[src/design/lr_pkg.sv]
// Shared types and constants for the line rasterizer.
// No dependencies; every other design file refers to this package by scoped names.
package lr_pkg;

    localparam int COORD_BITS  = 16;
    localparam int DELTA_BITS  = COORD_BITS + 1;
    localparam int SCREEN_BITS = 13;
    localparam int QUEUE_DEPTH = 4;

    localparam logic [SCREEN_BITS-1:0] WIDTH_RESET  = SCREEN_BITS'(640);
    localparam logic [SCREEN_BITS-1:0] HEIGHT_RESET = SCREEN_BITS'(320);

    typedef enum logic {
        FUNC_LOAD = 1'b0,
        FUNC_STEP = 1'b1
    } t_func;

    typedef enum logic [1:0] {
        CFG_DOTTED = 2'd0,
        CFG_WIDTH  = 2'd1,
        CFG_HEIGHT = 2'd2
    } t_cfg_idx;

    typedef struct packed {
        logic                         func;
        logic signed [COORD_BITS-1:0] start_x;
        logic signed [COORD_BITS-1:0] start_y;
        logic signed [COORD_BITS-1:0] end_x;
        logic signed [COORD_BITS-1:0] end_y;
    } t_in_item;

    typedef struct packed {
        logic signed [COORD_BITS-1:0] pixel_x;
        logic signed [COORD_BITS-1:0] pixel_y;
        logic                         draw_enable;
        logic                         in_bounds;
        logic                         last_pixel;
        logic                         all_ok;
    } t_out_item;

    // Classified command handed from front to back.
    typedef struct packed {
        logic                  is_load;
        logic                  major_is_y;
        logic                  minor_neg;
        logic [COORD_BITS-1:0] org_major;
        logic [COORD_BITS-1:0] org_minor;
        logic [DELTA_BITS-1:0] delta_major;
        logic [DELTA_BITS-1:0] delta_minor;
    } t_cmd;

    typedef struct packed {
        logic                   dotted_mode;
        logic [SCREEN_BITS-1:0] screen_width;
        logic [SCREEN_BITS-1:0] screen_height;
    } t_cfg;

endpackage

[src/design/lr_front.sv]
// Front end: accepts input items and classifies loads into major/minor axis setup.
// Depends on lr_pkg.
module lr_front (
    input  logic             i_valid,
    input  lr_pkg::t_in_item i_item,
    input  logic             i_full,
    output logic             o_ready,
    output logic             o_push,
    output lr_pkg::t_cmd     o_cmd
);

    localparam int CB = lr_pkg::COORD_BITS;
    localparam int DW = lr_pkg::DELTA_BITS;

    logic [DW-1:0] dx;
    logic [DW-1:0] dy;
    logic [DW-1:0] adx;
    logic [DW-1:0] ady;
    logic [DW-1:0] dmin;
    logic          major_is_y;
    logic          swap;

    always_comb begin
        dx = {i_item.end_x[CB-1], i_item.end_x} - {i_item.start_x[CB-1], i_item.start_x};
        dy = {i_item.end_y[CB-1], i_item.end_y} - {i_item.start_y[CB-1], i_item.start_y};
        adx = dx[DW-1] ? (~dx + DW'(1)) : dx;
        ady = dy[DW-1] ? (~dy + DW'(1)) : dy;
        major_is_y = (dx == '0) || (ady > adx);
        swap = major_is_y ? dy[DW-1] : dx[DW-1];
        dmin = major_is_y ? dx : dy;

        o_cmd.is_load     = (i_item.func == lr_pkg::FUNC_LOAD);
        o_cmd.major_is_y  = major_is_y;
        o_cmd.minor_neg   = (dmin != '0) && (dmin[DW-1] ^ swap);
        o_cmd.org_major   = major_is_y ? (swap ? i_item.end_y : i_item.start_y)
                                       : (swap ? i_item.end_x : i_item.start_x);
        o_cmd.org_minor   = major_is_y ? (swap ? i_item.end_x : i_item.start_x)
                                       : (swap ? i_item.end_y : i_item.start_y);
        o_cmd.delta_major = major_is_y ? ady : adx;
        o_cmd.delta_minor = major_is_y ? adx : ady;
    end

    assign o_ready = !i_full;
    assign o_push  = i_valid && !i_full;

endmodule

[src/design/lr_queue.sv]
// Short command queue between front and back ends.
// Depends on lr_pkg for the command type.
module lr_queue #(
    parameter int DEPTH = lr_pkg::QUEUE_DEPTH
) (
    input  logic         i_clk,
    input  logic         i_rst_n,
    input  logic         i_push,
    input  lr_pkg::t_cmd i_data,
    input  logic         i_pop,
    output logic         o_full,
    output logic         o_valid,
    output lr_pkg::t_cmd o_data
);

    localparam int PW = (DEPTH > 1) ? $clog2(DEPTH) : 1;
    localparam int CW = $clog2(DEPTH + 1);

    lr_pkg::t_cmd  r_mem [DEPTH];
    logic [PW-1:0] r_wr_ptr;
    logic [PW-1:0] r_rd_ptr;
    logic [CW-1:0] r_count;
    logic [PW-1:0] n_wr_ptr;
    logic [PW-1:0] n_rd_ptr;

    always_comb begin
        n_wr_ptr = (r_wr_ptr == PW'(DEPTH - 1)) ? '0 : r_wr_ptr + PW'(1);
        n_rd_ptr = (r_rd_ptr == PW'(DEPTH - 1)) ? '0 : r_rd_ptr + PW'(1);
    end

    assign o_full  = (r_count == CW'(DEPTH));
    assign o_valid = (r_count != '0);
    assign o_data  = r_mem[r_rd_ptr];

    always_ff @(posedge i_clk) begin
        if (!i_rst_n) begin
            r_wr_ptr <= '0;
            r_rd_ptr <= '0;
            r_count  <= '0;
        end else begin
            if (i_push) begin
                r_wr_ptr <= n_wr_ptr;
            end
            if (i_pop) begin
                r_rd_ptr <= n_rd_ptr;
            end
            if (i_push && !i_pop) begin
                r_count <= r_count + CW'(1);
            end else if (i_pop && !i_push) begin
                r_count <= r_count - CW'(1);
            end
        end
    end

    always_ff @(posedge i_clk) begin
        if (i_push) begin
            r_mem[r_wr_ptr] <= i_data;
        end
    end

endmodule

[src/design/lr_back.sv]
// Back end: holds the active line, steps it with an incremental error term,
// and drives the output register. Depends on lr_pkg.
module lr_back (
    input  logic              i_clk,
    input  logic              i_rst_n,
    input  lr_pkg::t_cfg      i_cfg,
    input  logic              i_q_valid,
    input  lr_pkg::t_cmd      i_cmd,
    output logic              o_pop,
    output logic              o_valid,
    input  logic              i_ready,
    output lr_pkg::t_out_item o_item
);

    localparam int CB   = lr_pkg::COORD_BITS;
    localparam int DW   = lr_pkg::DELTA_BITS;
    localparam int EW   = DW + 2;
    localparam int CMPW = (CB > lr_pkg::SCREEN_BITS) ? CB : lr_pkg::SCREEN_BITS;

    logic              r_active;
    logic              r_ok;
    logic              r_o_valid;
    lr_pkg::t_out_item r_o_item;
    logic [CB-1:0]     r_maj;
    logic [CB-1:0]     r_min;
    logic [EW-1:0]     r_err;
    logic [DW:0]       r_a2;
    logic [DW:0]       r_b2;
    logic [DW-1:0]     r_left;
    logic              r_major_is_y;
    logic              r_neg;
    logic              r_dot_ok;

    logic [CB-1:0]     px;
    logic [CB-1:0]     py;
    logic [CB:0]       sum;
    logic              drawn;
    logic              inb;
    logic              last;
    logic              bad;
    logic [EW-1:0]     e_add;
    logic [EW-1:0]     e_sub;
    logic              carry;
    logic              pop;
    logic              do_step;

    always_comb begin
        px    = r_major_is_y ? r_min : r_maj;
        py    = r_major_is_y ? r_maj : r_min;
        sum   = {px[CB-1], px} + {py[CB-1], py};
        drawn = !(i_cfg.dotted_mode && r_dot_ok) || (!sum[CB] && sum[0]);
        inb   = !px[CB-1] && !py[CB-1]
                && (CMPW'(px) < CMPW'(i_cfg.screen_width))
                && (CMPW'(py) < CMPW'(i_cfg.screen_height));
        bad   = drawn && !inb;
        last  = (r_left == '0);
        e_add = r_err + EW'(r_a2);
        carry = (e_add >= EW'(r_b2));
        e_sub = e_add - EW'(r_b2);
        pop   = i_q_valid && (!r_o_valid || i_ready);
        do_step = pop && !i_cmd.is_load && r_active;
    end

    assign o_pop   = pop;
    assign o_valid = r_o_valid;
    assign o_item  = r_o_item;

    always_ff @(posedge i_clk) begin
        if (!i_rst_n) begin
            r_active  <= 1'b0;
            r_ok      <= 1'b1;
            r_o_valid <= 1'b0;
        end else begin
            if (do_step) begin
                r_o_valid <= 1'b1;
            end else if (r_o_valid && i_ready) begin
                r_o_valid <= 1'b0;
            end
            if (pop && i_cmd.is_load) begin
                r_active <= 1'b1;
                r_ok     <= 1'b1;
            end else if (do_step) begin
                r_ok <= r_ok && !bad;
                if (last) begin
                    r_active <= 1'b0;
                end
            end
        end
    end

    always_ff @(posedge i_clk) begin
        if (pop && i_cmd.is_load) begin
            r_maj        <= i_cmd.org_major;
            r_min        <= i_cmd.org_minor;
            r_err        <= EW'(i_cmd.delta_major);
            r_a2         <= {i_cmd.delta_minor, 1'b0};
            r_b2         <= {i_cmd.delta_major, 1'b0};
            r_left       <= i_cmd.delta_major;
            r_major_is_y <= i_cmd.major_is_y;
            r_neg        <= i_cmd.minor_neg;
            r_dot_ok     <= (i_cmd.delta_major != '0);
        end else if (do_step) begin
            r_o_item.pixel_x     <= px;
            r_o_item.pixel_y     <= py;
            r_o_item.draw_enable <= drawn;
            r_o_item.in_bounds   <= inb;
            r_o_item.last_pixel  <= last;
            r_o_item.all_ok      <= last && r_ok && !bad;
            r_maj  <= r_maj + CB'(1);
            r_left <= r_left - DW'(1);
            r_err  <= carry ? e_sub : e_add;
            if (carry) begin
                r_min <= r_neg ? (r_min - CB'(1)) : (r_min + CB'(1));
            end
        end
    end

endmodule

[src/design/line_rasterizer.sv]
// Line rasterizer top level: configuration registers, front end, queue, back end.
// Depends on lr_pkg, lr_front, lr_queue and lr_back.
//
// Usage:
//   Input channel (i_in_valid/o_in_ready, i_in_item): a load item (func 0)
//   gives two endpoints and yields no result; each step item (func 1) yields
//   the next pixel of the loaded line, last_pixel marking the final one.
//   A step with no active line yields nothing.
//   Output channel (o_out_valid/i_out_ready, o_out_item): one pixel per item.
//   Config port (i_cfg_we, i_cfg_idx, i_cfg_data): index 0 dotted mode,
//   1 screen width, 2 screen height; write only while the block is idle.
//   Path: a step item is held in the queue, then in the output register.
//   Throughput: one item per cycle while the output is not stalled, set by the
//   error-term update in the back end; the queue lets the front keep accepting
//   up to QUEUE_DEPTH items while the output is stalled.
//   Reset: no line active, queue empty, registers at 0 / 640 / 320.
//   Stall: the output register holds its pixel until taken; the back end
//   stops, the queue fills, then o_in_ready drops.
module line_rasterizer #(
    parameter int QUEUE_DEPTH = lr_pkg::QUEUE_DEPTH
) (
    input  logic                          i_clk,
    input  logic                          i_rst_n,
    input  logic                          i_in_valid,
    output logic                          o_in_ready,
    input  lr_pkg::t_in_item              i_in_item,
    output logic                          o_out_valid,
    input  logic                          i_out_ready,
    output lr_pkg::t_out_item             o_out_item,
    input  logic                          i_cfg_we,
    input  logic [1:0]                    i_cfg_idx,
    input  logic [lr_pkg::SCREEN_BITS-1:0] i_cfg_data
);

    lr_pkg::t_cfg r_cfg;
    lr_pkg::t_cmd front_cmd;
    lr_pkg::t_cmd q_cmd;
    logic         push;
    logic         pop;
    logic         q_full;
    logic         q_valid;

    always_ff @(posedge i_clk) begin
        if (!i_rst_n) begin
            r_cfg.dotted_mode   <= 1'b0;
            r_cfg.screen_width  <= lr_pkg::WIDTH_RESET;
            r_cfg.screen_height <= lr_pkg::HEIGHT_RESET;
        end else if (i_cfg_we) begin
            unique case (lr_pkg::t_cfg_idx'(i_cfg_idx))
                lr_pkg::CFG_DOTTED: begin
                    r_cfg.dotted_mode <= i_cfg_data[0];
                end
                lr_pkg::CFG_WIDTH: begin
                    r_cfg.screen_width <= i_cfg_data;
                end
                lr_pkg::CFG_HEIGHT: begin
                    r_cfg.screen_height <= i_cfg_data;
                end
                default: begin
                end
            endcase
        end
    end

    lr_front u_front (
        .i_valid (i_in_valid),
        .i_item  (i_in_item),
        .i_full  (q_full),
        .o_ready (o_in_ready),
        .o_push  (push),
        .o_cmd   (front_cmd)
    );

    lr_queue #(
        .DEPTH (QUEUE_DEPTH)
    ) u_queue (
        .i_clk   (i_clk),
        .i_rst_n (i_rst_n),
        .i_push  (push),
        .i_data  (front_cmd),
        .i_pop   (pop),
        .o_full  (q_full),
        .o_valid (q_valid),
        .o_data  (q_cmd)
    );

    lr_back u_back (
        .i_clk     (i_clk),
        .i_rst_n   (i_rst_n),
        .i_cfg     (r_cfg),
        .i_q_valid (q_valid),
        .i_cmd     (q_cmd),
        .o_pop     (pop),
        .o_valid   (o_out_valid),
        .i_ready   (i_out_ready),
        .o_item    (o_out_item)
    );

    a_ok_only_last: assert property (@(posedge i_clk) disable iff (!i_rst_n)
        o_out_valid && o_out_item.all_ok |-> o_out_item.last_pixel)
        else $error("all_ok set on a pixel that is not the last");

    a_ok_drawn_inside: assert property (@(posedge i_clk) disable iff (!i_rst_n)
        o_out_valid && o_out_item.all_ok && o_out_item.draw_enable
        |-> o_out_item.in_bounds)
        else $error("all_ok set on a drawn pixel outside the screen");

    a_reset_clears: assert property (@(posedge i_clk)
        !i_rst_n |=> !o_out_valid && o_in_ready)
        else $error("output valid or input stalled right after reset");

endmodule

[config.mk]
export PLATFORM = sky130hd
export DESIGN_NAME = line_rasterizer
export DESIGN_NICKNAME = d
export VERILOG_FILES = /design/src/design/lr_pkg.sv /design/src/design/lr_front.sv /design/src/design/lr_queue.sv /design/src/design/lr_back.sv /design/src/design/line_rasterizer.sv
export SDC_FILE = /design/constraint.sdc
export NUM_CORES = 1
export LEC_CHECK = 0
export ABC_AREA = 0
export BUFFER_PORTS_ARGS = -buffer_cell sky130_fd_sc_hd__buf_4
export CORE_AREA = 2 2 220 222
export DETAILED_ROUTE_END_ITERATION = 8
export DIE_AREA = 0 0 222 224
export GPL_ROUTABILITY_DRIVEN = 0
export HOLD_SLACK_MARGIN = 0.03
export PLACE_DENSITY = 0.8
export SYNTH_ARGS = -nofsm -noshare
export SYNTH_HDL_FRONTEND = slang
export SYNTH_SLANG_ARGS = --single-unit
[constraint.sdc]
create_clock -name i_clk -period 8.92 [get_ports i_clk]
set_input_delay 1.784 -clock i_clk [delete_from_list [all_inputs] [get_ports i_clk]]
set_output_delay 1.784 -clock i_clk [all_outputs]
set_load 0.01 [all_outputs]
After elaboration in Yosys (flattened, before gate mapping)
Memory sizes are Yosys's and may differ from the RTL's. A register that Yosys moved wholly into a read port is not among the register bits.
Cells that the tools add are included.
- register bits: 178
- input bits: 85
- logic and storage cells: 142
- memories kept: 1
- memory bits (writable): 276
- output and inout port bits: 38
- add/subtract/negate cells: 15
- equality and inequality tests: 5
- order comparisons: 4
- muxes and demuxes: 36
- bitwise operators: 6
- reductions and logical operators: 50
- memories (memory ; depth ; bits a word ; rd ports ; clocked after Yosys merged registers in ; wr ports ; line ; RTL):
    u_queue.r_mem ; 4 ; 69 ; 1 ; 1 ; 1 ; lr_queue.sv:19 ; lr_pkg::t_cmd r_mem [DEPTH];
- operators by type and width (operator ; count):
    16-bit 2-to-1 mux ; 12
    17-bit 2-to-1 mux ; 9
    17-bit by 1-bit adder with 17-bit output, second input constant ; 2
    17-bit logical NOT ; 2
    17-bit inverter ; 2
    17-bit nonzero test ; 2
    16-bit by 16-bit subtractor with 17-bit output ; 2
    16-bit by 1-bit adder with 16-bit output, second input constant ; 2
    16-bit by 13-bit < comparator with 1-bit output ; 2
    19-bit by 18-bit adder with 19-bit output ; 1
    19-bit by 18-bit greater-or-equal comparator with 1-bit output ; 1
    19-bit 2-to-1 mux ; 1
    19-bit by 18-bit subtractor with 19-bit output ; 1
    1-bit logical AND ; 18
    16-bit by 16-bit adder with 17-bit output ; 1
    17-bit greater-than comparator ; 1
    17-bit by 1-bit subtractor with 17-bit output, second input constant ; 1
    16-bit by 1-bit subtractor with 16-bit output, second input constant ; 1
    2-bit AND reduction ; 6
    1-bit logical NOT ; 11
    2-bit nonzero test ; 5
    1-bit 2-to-1 mux ; 8
    2-bit 2-to-1 mux ; 4
    2-bit equality test, second input constant ; 3
    other kinds (12) ; 18

Depth between registers and ports, before layout
Gate-level depths: netlist of the first run.
- depth in word-level cells: 9
- gate-level depth with buffers: 25
- gate-level depth less buffers: 22

Modules after synthesis
A second synthesis of the first run with hierarchy kept.
- cells, all modules: 2101
- area total of the unflattened synthesis: 25858.6 um^2
- by module, submodules not included (module ; instances ; cells each ; sequential area each (um^2) ; area an instance (um^2)):
    lr_queue ; 1 ; 405 ; 8468.1 ; 10426.2
    lr_back ; 1 ; 916 ; 4274.1 ; 9541.7
    lr_front ; 1 ; 670 ; 0.0 ; 4814.6
    line_rasterizer ; 1 ; 110 ; 540.5 ; 1076.0

Worst setup path before layout of the first run
Ideal clock, no wire load.
- path kind: in2reg
- from: input i_in_item[0] (netlist bit)
- to: memory u_queue.r_mem[0][36] (netlist bit), data pin
- stages: 25
- data arrival time: 6.532 ns
- buffers on the path: 4
- setup slack: 2.107 ns
- required time: 8.639 ns
- cells stage by stage: inv_1 > ha_1 > fa_1 > nor2b_1 > o31ai_2 > a21oi_1 > o211ai_1 > a31oi_1 > clkbuf_1 > clkbuf_1 > nor2_1 > xor2_1 > inv_1 > ha_1 > a21o_1 > a21o_1 > a21o_1 > a21o_1 > a2111o_1 > and2_1 > buf_1 > clkbuf_1 > a22o_1 > a31oi_1 > o31ai_2
- RTL lines (item ; line ; RTL):
    start, declared ; line_rasterizer.sv:26 ; input lr_pkg::t_in_item i_in_item,
    end, declared ; lr_queue.sv:19 ;

==> results of run 1 <==
==> logic make-up (layout without fill, tap and decap cells) <==
| group | Yosys count | after routing | share of synthesized area, % |
|---|---|---|---|
| buf+inv | 240 | 366 | 3.87 |
| mux | 174 | 174 | 10.4 |
| compound gates | 503 | 503 | 13.8 |
| fa+ha+maj | 154 | 154 | 7.68 |
| simple gates | 466 | 466 | 8.86 |
| flops | 456 | 456 | 51.7 |
| xor+xnor | 105 | 105 | 3.58 |
==> power breakdown <==
| part | total (W) | internal [W] | switching, W |
|---|---|---|---|
| logic | 0.00649 | 0.00263 | 0.00386 |
| registers | 0.00389 | 0.00351 | 0.000387 |
| clock network | 0.00184 | 0.00105 | 0.000794 |
==> sequential cells by signal, summed over array words and instances (netlist names), 2 cells and up, named ones only <==
signal            flops
u_queue.r_rd_ptr      2
u_queue.r_count       3
u_back.r_min         16
u_queue.r_mem       276
u_back.r_a2          17
u_back.r_left        17
u_queue.r_wr_ptr      2
u_back.o_item        36
u_back.r_b2          17
r_cfg                27
u_back.r_err         19
u_back.r_maj         16
==> tightest hold or removal path, cell delays in order, from the launching register on <==
cell	delay (ns)
dfxtp_1	0.30
nand2_1	0.05
a21boi_0	0.06
==> stage by stage <==
step	power, W	instances
6_report	0.0122	2839
2_1_floorplan	0.00868	2098
3_5_place_dp	0.0102	2757
3_3_place_gp	0.00999	2757
4_1_cts	0.0122	2839
5_1_grt	0.0130	2839
==> cells in the final DEF, fill, tap and decap left out, drive strengths merged, types with 19 or more instances in the layout <==
cell and count:
mux2i 49, xnor2 60, a21o 31, xor2 45, a21oi 107, nand2 142, inv 147, nor2 115
nor2b 26, dfxtp 41, clkbuf 66, o31ai 45, mux2 56, o211ai 19, nand3 24, a31oi 47
nor3 44, o21a 22, edfxtp 415, buf 139, a22o 34, a211oi 21, a21boi 31, mux4 69
ha 148, o21ai 78
==> final timing paths <==
check | from | to | slack (ns)
max | i_in_item[0] | u_queue.r_mem[0][51]$_DFFE_PP_ | 1.16
min | r_cfg[0]$_SDFFE_PN0P_ | r_cfg[0]$_SDFFE_PN0P_ | 0.46
max reg2reg | u_back.r_a2[1]$_DFFE_PP_ | u_back.r_min[12]$_DFFE_PP_ | 3.77
min reg2reg | r_cfg[0]$_SDFFE_PN0P_ | r_cfg[0]$_SDFFE_PN0P_ | 0.46
==> area by class of cell <==
class | instances | area (µm²) | area share (%)
clock inverter | 16 | 154 | 0.540
multi-input combinational | 1402 | 11400 | 40.1
clock buffer | 66 | 1270 | 4.44
sequential | 456 | 13300 | 46.6
tap | 615 | 769 | 2.70
timing repair buffer | 139 | 1040 | 3.66
inverter | 145 | 546 | 1.91
==> metal layers <==
metal	up-vias	GRT usage, %	part of all wire (%)
met5	-	0	0
met4	0	8.67	3.1
met3	138	3.65	8.0
met2	854	40.2	46
met1	8747	34.7	43
li1	8195	-	-
==> impl_metrics.yaml, run 1 <==
outcome:
  status: "finished, final reports clean"
synthesis:
  synthFlopType: "edfxtp_1"
  synth_area_per_cell_um2: 12.2
  postSynth.asyncResetShare_pct: 0
  ys_seq_elements: 456
  netlist_area_um2: 25700
  ys_warn_count: 0
  synthTopCellsByArea: "edfxtp_1 49%, ha_1 7.2%, mux4_2 6.1%"
  yosysMostFrequentCell: "edfxtp_1"
  ys_top_cells_by_count: "415 x edfxtp_1, 148 x ha_1, 145 x inv_1, 142 x nand2_1, 114 x nor2_1"
  ys_types: 79
  synthesis.nets: 2337
  synth_edf_count: 415
  synth_area_leader_cell: "edfxtp_1"
  synthCells: 2098
  yosys.area.top_type_share_pct: 48.5
  ys_seq_area_share_pct: 51.7
worst_setup_path:
  worst-path-buf-inv: 5
  path_cells: "buf_4 > inv_1 > ha_1 > fa_1 > nor2b_1 > o31ai_2 > a21oi_1 > o211ai_1 > a31oi_4 > inv_1 > o21ai_0 > xor2_1 > inv_1 > ha_1 > a21o_1 > a21o_1 > a21o_1 > a2111o_1 > nand2_1 > nand2b_1 > buf_4 > o31ai_1"
  worst-path-max-fanout: 28
  crit_cells: 22
  arrival_ns: 7.99
  r2r_cells: 17
  cp-end-kind: "flip-flop"
  cp-start-kind: "input pin"
  crit_required_ns: 9.15
  critPathMaxStageDelay_ns: 0.92
  cp_slowest_cell: "o31ai_1"
  critical_path.top_delay_family: "compound AO/OA/AOI/OAI gates"
  crit_type: "input pin to flip-flop"
global_route:
  grt_overflow: 0
  first_global_vias: 17700
  antenna_found_initial: 1
  grt_pass1_wl_um: 97000
  grt_max_degree: 74
  grtUsageTotal_pct: 24.9
drt:
  finalWirelength_um: 62400
  firstDrtPassIters: 5
  viasPerCell: 6.32
  vias: 17900
  drt_iter0_markers: 1830
  drc_errors: 0
  wl_per_cell_um: 22.0
  ant_nets: 0
place:
  io_buffers: 122
  placed_area_um2: 27100
  pre_cts_slack_ns: 0.799
  dpl.hpwl_um: 43600
min_path:
  whs_path_depth: 2
  hold_path.class: "flip-flop to flip-flop"
cells_and_area:
  layout-drive-gt1-share_pct: 17.4
  final_core_util_pct: 60.2
  syn_to_final_growth_pct: 11.1
  n_antenna_cell: 0
  nNetsFinal: 2429
  fill_cells: 3573
  design_area_um2: 28500
die:
  rows: 80
  start_util_pct: 54.2
  die_y_um: 224
  die_w_um: 222
  dieArea_um2: 49700
  core_um2: 47300
  ios: 123
clocking:
  cts_buffers: 46
  clk_pin_slew_ns: 0.05
  cts_resized: 0
  htree_num_levels: 2
  hold_buffers: 0
  tritoncts: "done"
  post_cts_buffers: 0
  cts.sinks: 456
  cts_buffer_depth: 3
  root_buffer: "clkbuf_16"
  clock_latency_ns: 0.60
timing:
  grt_setup_unrepaired: "no"
  hold_violations: 0
  tightestPinTransition_ns: 1.12
  slew_violations: 0
  layout_min_cycle_time_ns: 7.76
  setup_viol: 0
  fmax_ghz: 0.129
  slew_headroom_pct: 25.6
  period_share_pct: 87.0
  hold_slack_ns: 0.462
  setup_ws_ns: 1.16
  setup_tns_ns: 0
  finalClockSkew_ns: 0.0187
job:
  maxCapViolCount: 0
power_and_ir_drop:
  p_per_area_nw_per_um2: 429
  irDropWorstVdd_mv: 0.375
  p_leak_nw: 10.4
No activity file was read; power rests on OpenSTA's default activity.
==> inputs of run 2 (changes only) <==
- CTS_BUF_LIST: not set -> sky130_fd_sc_hd__clkbuf_16
==> run 2 against run 1 <==
- clock power barely moved
- critical path depth did not move
- sequential share of layout area barely moved
- register-to-register slack improved by 0.02 ns
- final area barely moved
- non-clock buffer count did not move
- global-route usage barely moved
- clock skew fell by 0.0024 ns
- sequential power barely moved
- critical path type unchanged
==> impl_metrics.yaml, run 2 (synthesis gave the netlist of run 1 again) <==
power_and_ir_drop:
  report.power.total_w: 0.0122
  irDropWorstVdd_mv: 0.373
  p_per_area_nw_per_um2: 428
  p_leak_nw: 10.5
timing:
  hold_slack_ns: 0.463
  slew_violations: 0
  period_share_pct: 86.7
  grt_setup_unrepaired: "no"
  hold_violations: 0
  slew_headroom_pct: 25.6
  layout_min_cycle_time_ns: 7.73
  setup_tns_ns: 0
  finalClockSkew_ns: 0.0162
  tightestPinTransition_ns: 1.12
  setup_viol: 0
  fmax_ghz: 0.129
drt:
  wl_per_cell_um: 22.0
  viasPerCell: 6.32
  drt_iter0_markers: 1791
  firstDrtPassIters: 8
  drc_errors: 0
  vias: 18000
  finalWirelength_um: 62400
  ant_nets: 0
min_path:
  whs_path_depth: 2
  hold_path.class: "flip-flop to flip-flop"
global_route:
  grtUsageTotal_pct: 24.9
  first_global_vias: 17700
  grt_overflow: 0
  grt_pass1_wl_um: 97000
  grt_max_degree: 74
  antenna_found_initial: 1
place:
  placed_area_um2: 27100
  io_buffers: 122
  dpl.hpwl_um: 43600
  dp_cells: 2757
cells_and_area:
  nNetsFinal: 2429
  regArea_um2: 13300
  mostFrequentLayoutCell: "edfxtp_1"
  layout-drive-gt1-share_pct: 17.4
  fill_cells: 3575
  syn_to_final_growth_pct: 11.0
  largest_reg_flops: 276
  n_antenna_cell: 0
  largest_register: "u_queue.r_mem"
  stdcell_count: 2839
  design_area_um2: 28500
  mostFrequentLayoutCells: "415 x edfxtp_1, 161 x inv_1, 148 x ha_1"
  multi_input_area_um2: 11400
worst_setup_path:
  crit_required_ns: 9.16
  critPathCapture: "u_queue.r_mem[1][54]$_DFFE_PP_"
  r2r_end: "u_back.r_min[11]$_DFFE_PP_"
  crit_type: "input pin to flip-flop"
  cp-end-kind: "flip-flop"
  r2r_slack_ns: 3.79
  arrival_ns: 7.97
  cp-start-kind: "input pin"
  r2r_cells: 17
  startpoint: "i_in_item[0]"
  worst-path-max-fanout: 28
  rr_startpoint: "u_back.r_a2[1]$_DFFE_PP_"
clocking:
  clk_pin_slew_ns: 0.06
  cts_buffers: 46
  cts_resized: 0
  cts.sinks: 456
  clock_latency_ns: 0.59
  htree_num_levels: 2
  cts_buffer_depth: 3
  post_cts_buffers: 0
  root_buffer: "clkbuf_16"
  hold_buffers: 0
  tritoncts: "done"
job:
  maxCapViolCount: 0
die:
  core_um2: 47300
  die_y_um: 224
  start_util_pct: 54.2
  die_w_um: 222
  ios: 123
  dieArea_um2: 49700
  rows: 80
outcome:
  status: "finished, final reports clean"
[run 2: cell types whose count changed in the layout (fill, tap and decap cells not counted), sizes merged]
cell / change
clkbuf: -19
clkinv: +1
inv: +18
[run 2: final cells by class]
class | instances | area share (%)
Sequential cell | 456 | 46.6
Multi-Input combinational cell | 1402 | 40.2
Clock buffer | 47 | 4.13
Clock inverter | 35 | 0.790
Inverter | 145 | 1.91
Timing Repair Buffer | 139 | 3.66
Tap cell | 615 | 2.70
[run 2: how the worst min path moves through the flow]
stage | from | end | slack, ns
2_1_floorplan | r_cfg[16]$_SDFFE_PN0P_ | r_cfg[16]$_SDFFE_PN0P_ | 0.44
3_3_place_gp | r_cfg[2]$_SDFFE_PN0P_ | r_cfg[2]$_SDFFE_PN0P_ | 0.45
3_5_place_dp | r_cfg[0]$_SDFFE_PN0P_ | r_cfg[0]$_SDFFE_PN0P_ | 0.46
4_1_cts | r_cfg[0]$_SDFFE_PN0P_ | r_cfg[0]$_SDFFE_PN0P_ | 0.46
5_1_grt | r_cfg[0]$_SDFFE_PN0P_ | r_cfg[0]$_SDFFE_PN0P_ | 0.48
6_report | r_cfg[2]$_SDFFE_PN0P_ | r_cfg[2]$_SDFFE_PN0P_ | 0.46
[run 2: where the power goes]
| group | switching, W | internal (W) | leakage, nW |
|---|---|---|---|
| sequential | 0.000389 | 0.00351 | 4.17 |
| clock | 0.000795 | 0.00101 | 0.754 |
| combinational | 0.00386 | 0.00263 | 5.57 |
| total | 0.00504 | 0.00715 | 10.5 |
[run 2: metrics by stage]
step                worst slack (ns)  util [%]
floorplan                       2.11         -
global placement               0.907      57.2
detailed placement             0.799      57.2
CTS                             1.38      60.2
global route                   0.847      60.2
finish                          1.19      60.2
[run 2: routing by layer]
metal	up-vias	track usage [%]	share of wire (%)
li1	8195	-	-
met5	-	0	0
met3	141	3.65	8.2
met1	8724	34.7	43
met4	0	8.67	3.1
met2	895	40.2	46
[run 2: worst max-delay path, stage by stage]
cell	delay [ns]
buf_4	0.10
inv_1	0.05
ha_1	0.21
fa_1	0.43
nor2b_1	0.26
o31ai_2	0.14
a21oi_1	0.30
o211ai_1	0.20
a31oi_4	0.76
inv_1	0.21
o21ai_0	0.16
xor2_1	0.33
inv_1	0.09
ha_1	0.32
a21o_1	0.16
a21o_1	0.18
a21o_1	0.17
a2111o_1	0.44
nand2_1	0.15
nand2b_1	0.23
buf_4	0.36
o31ai_1	0.90
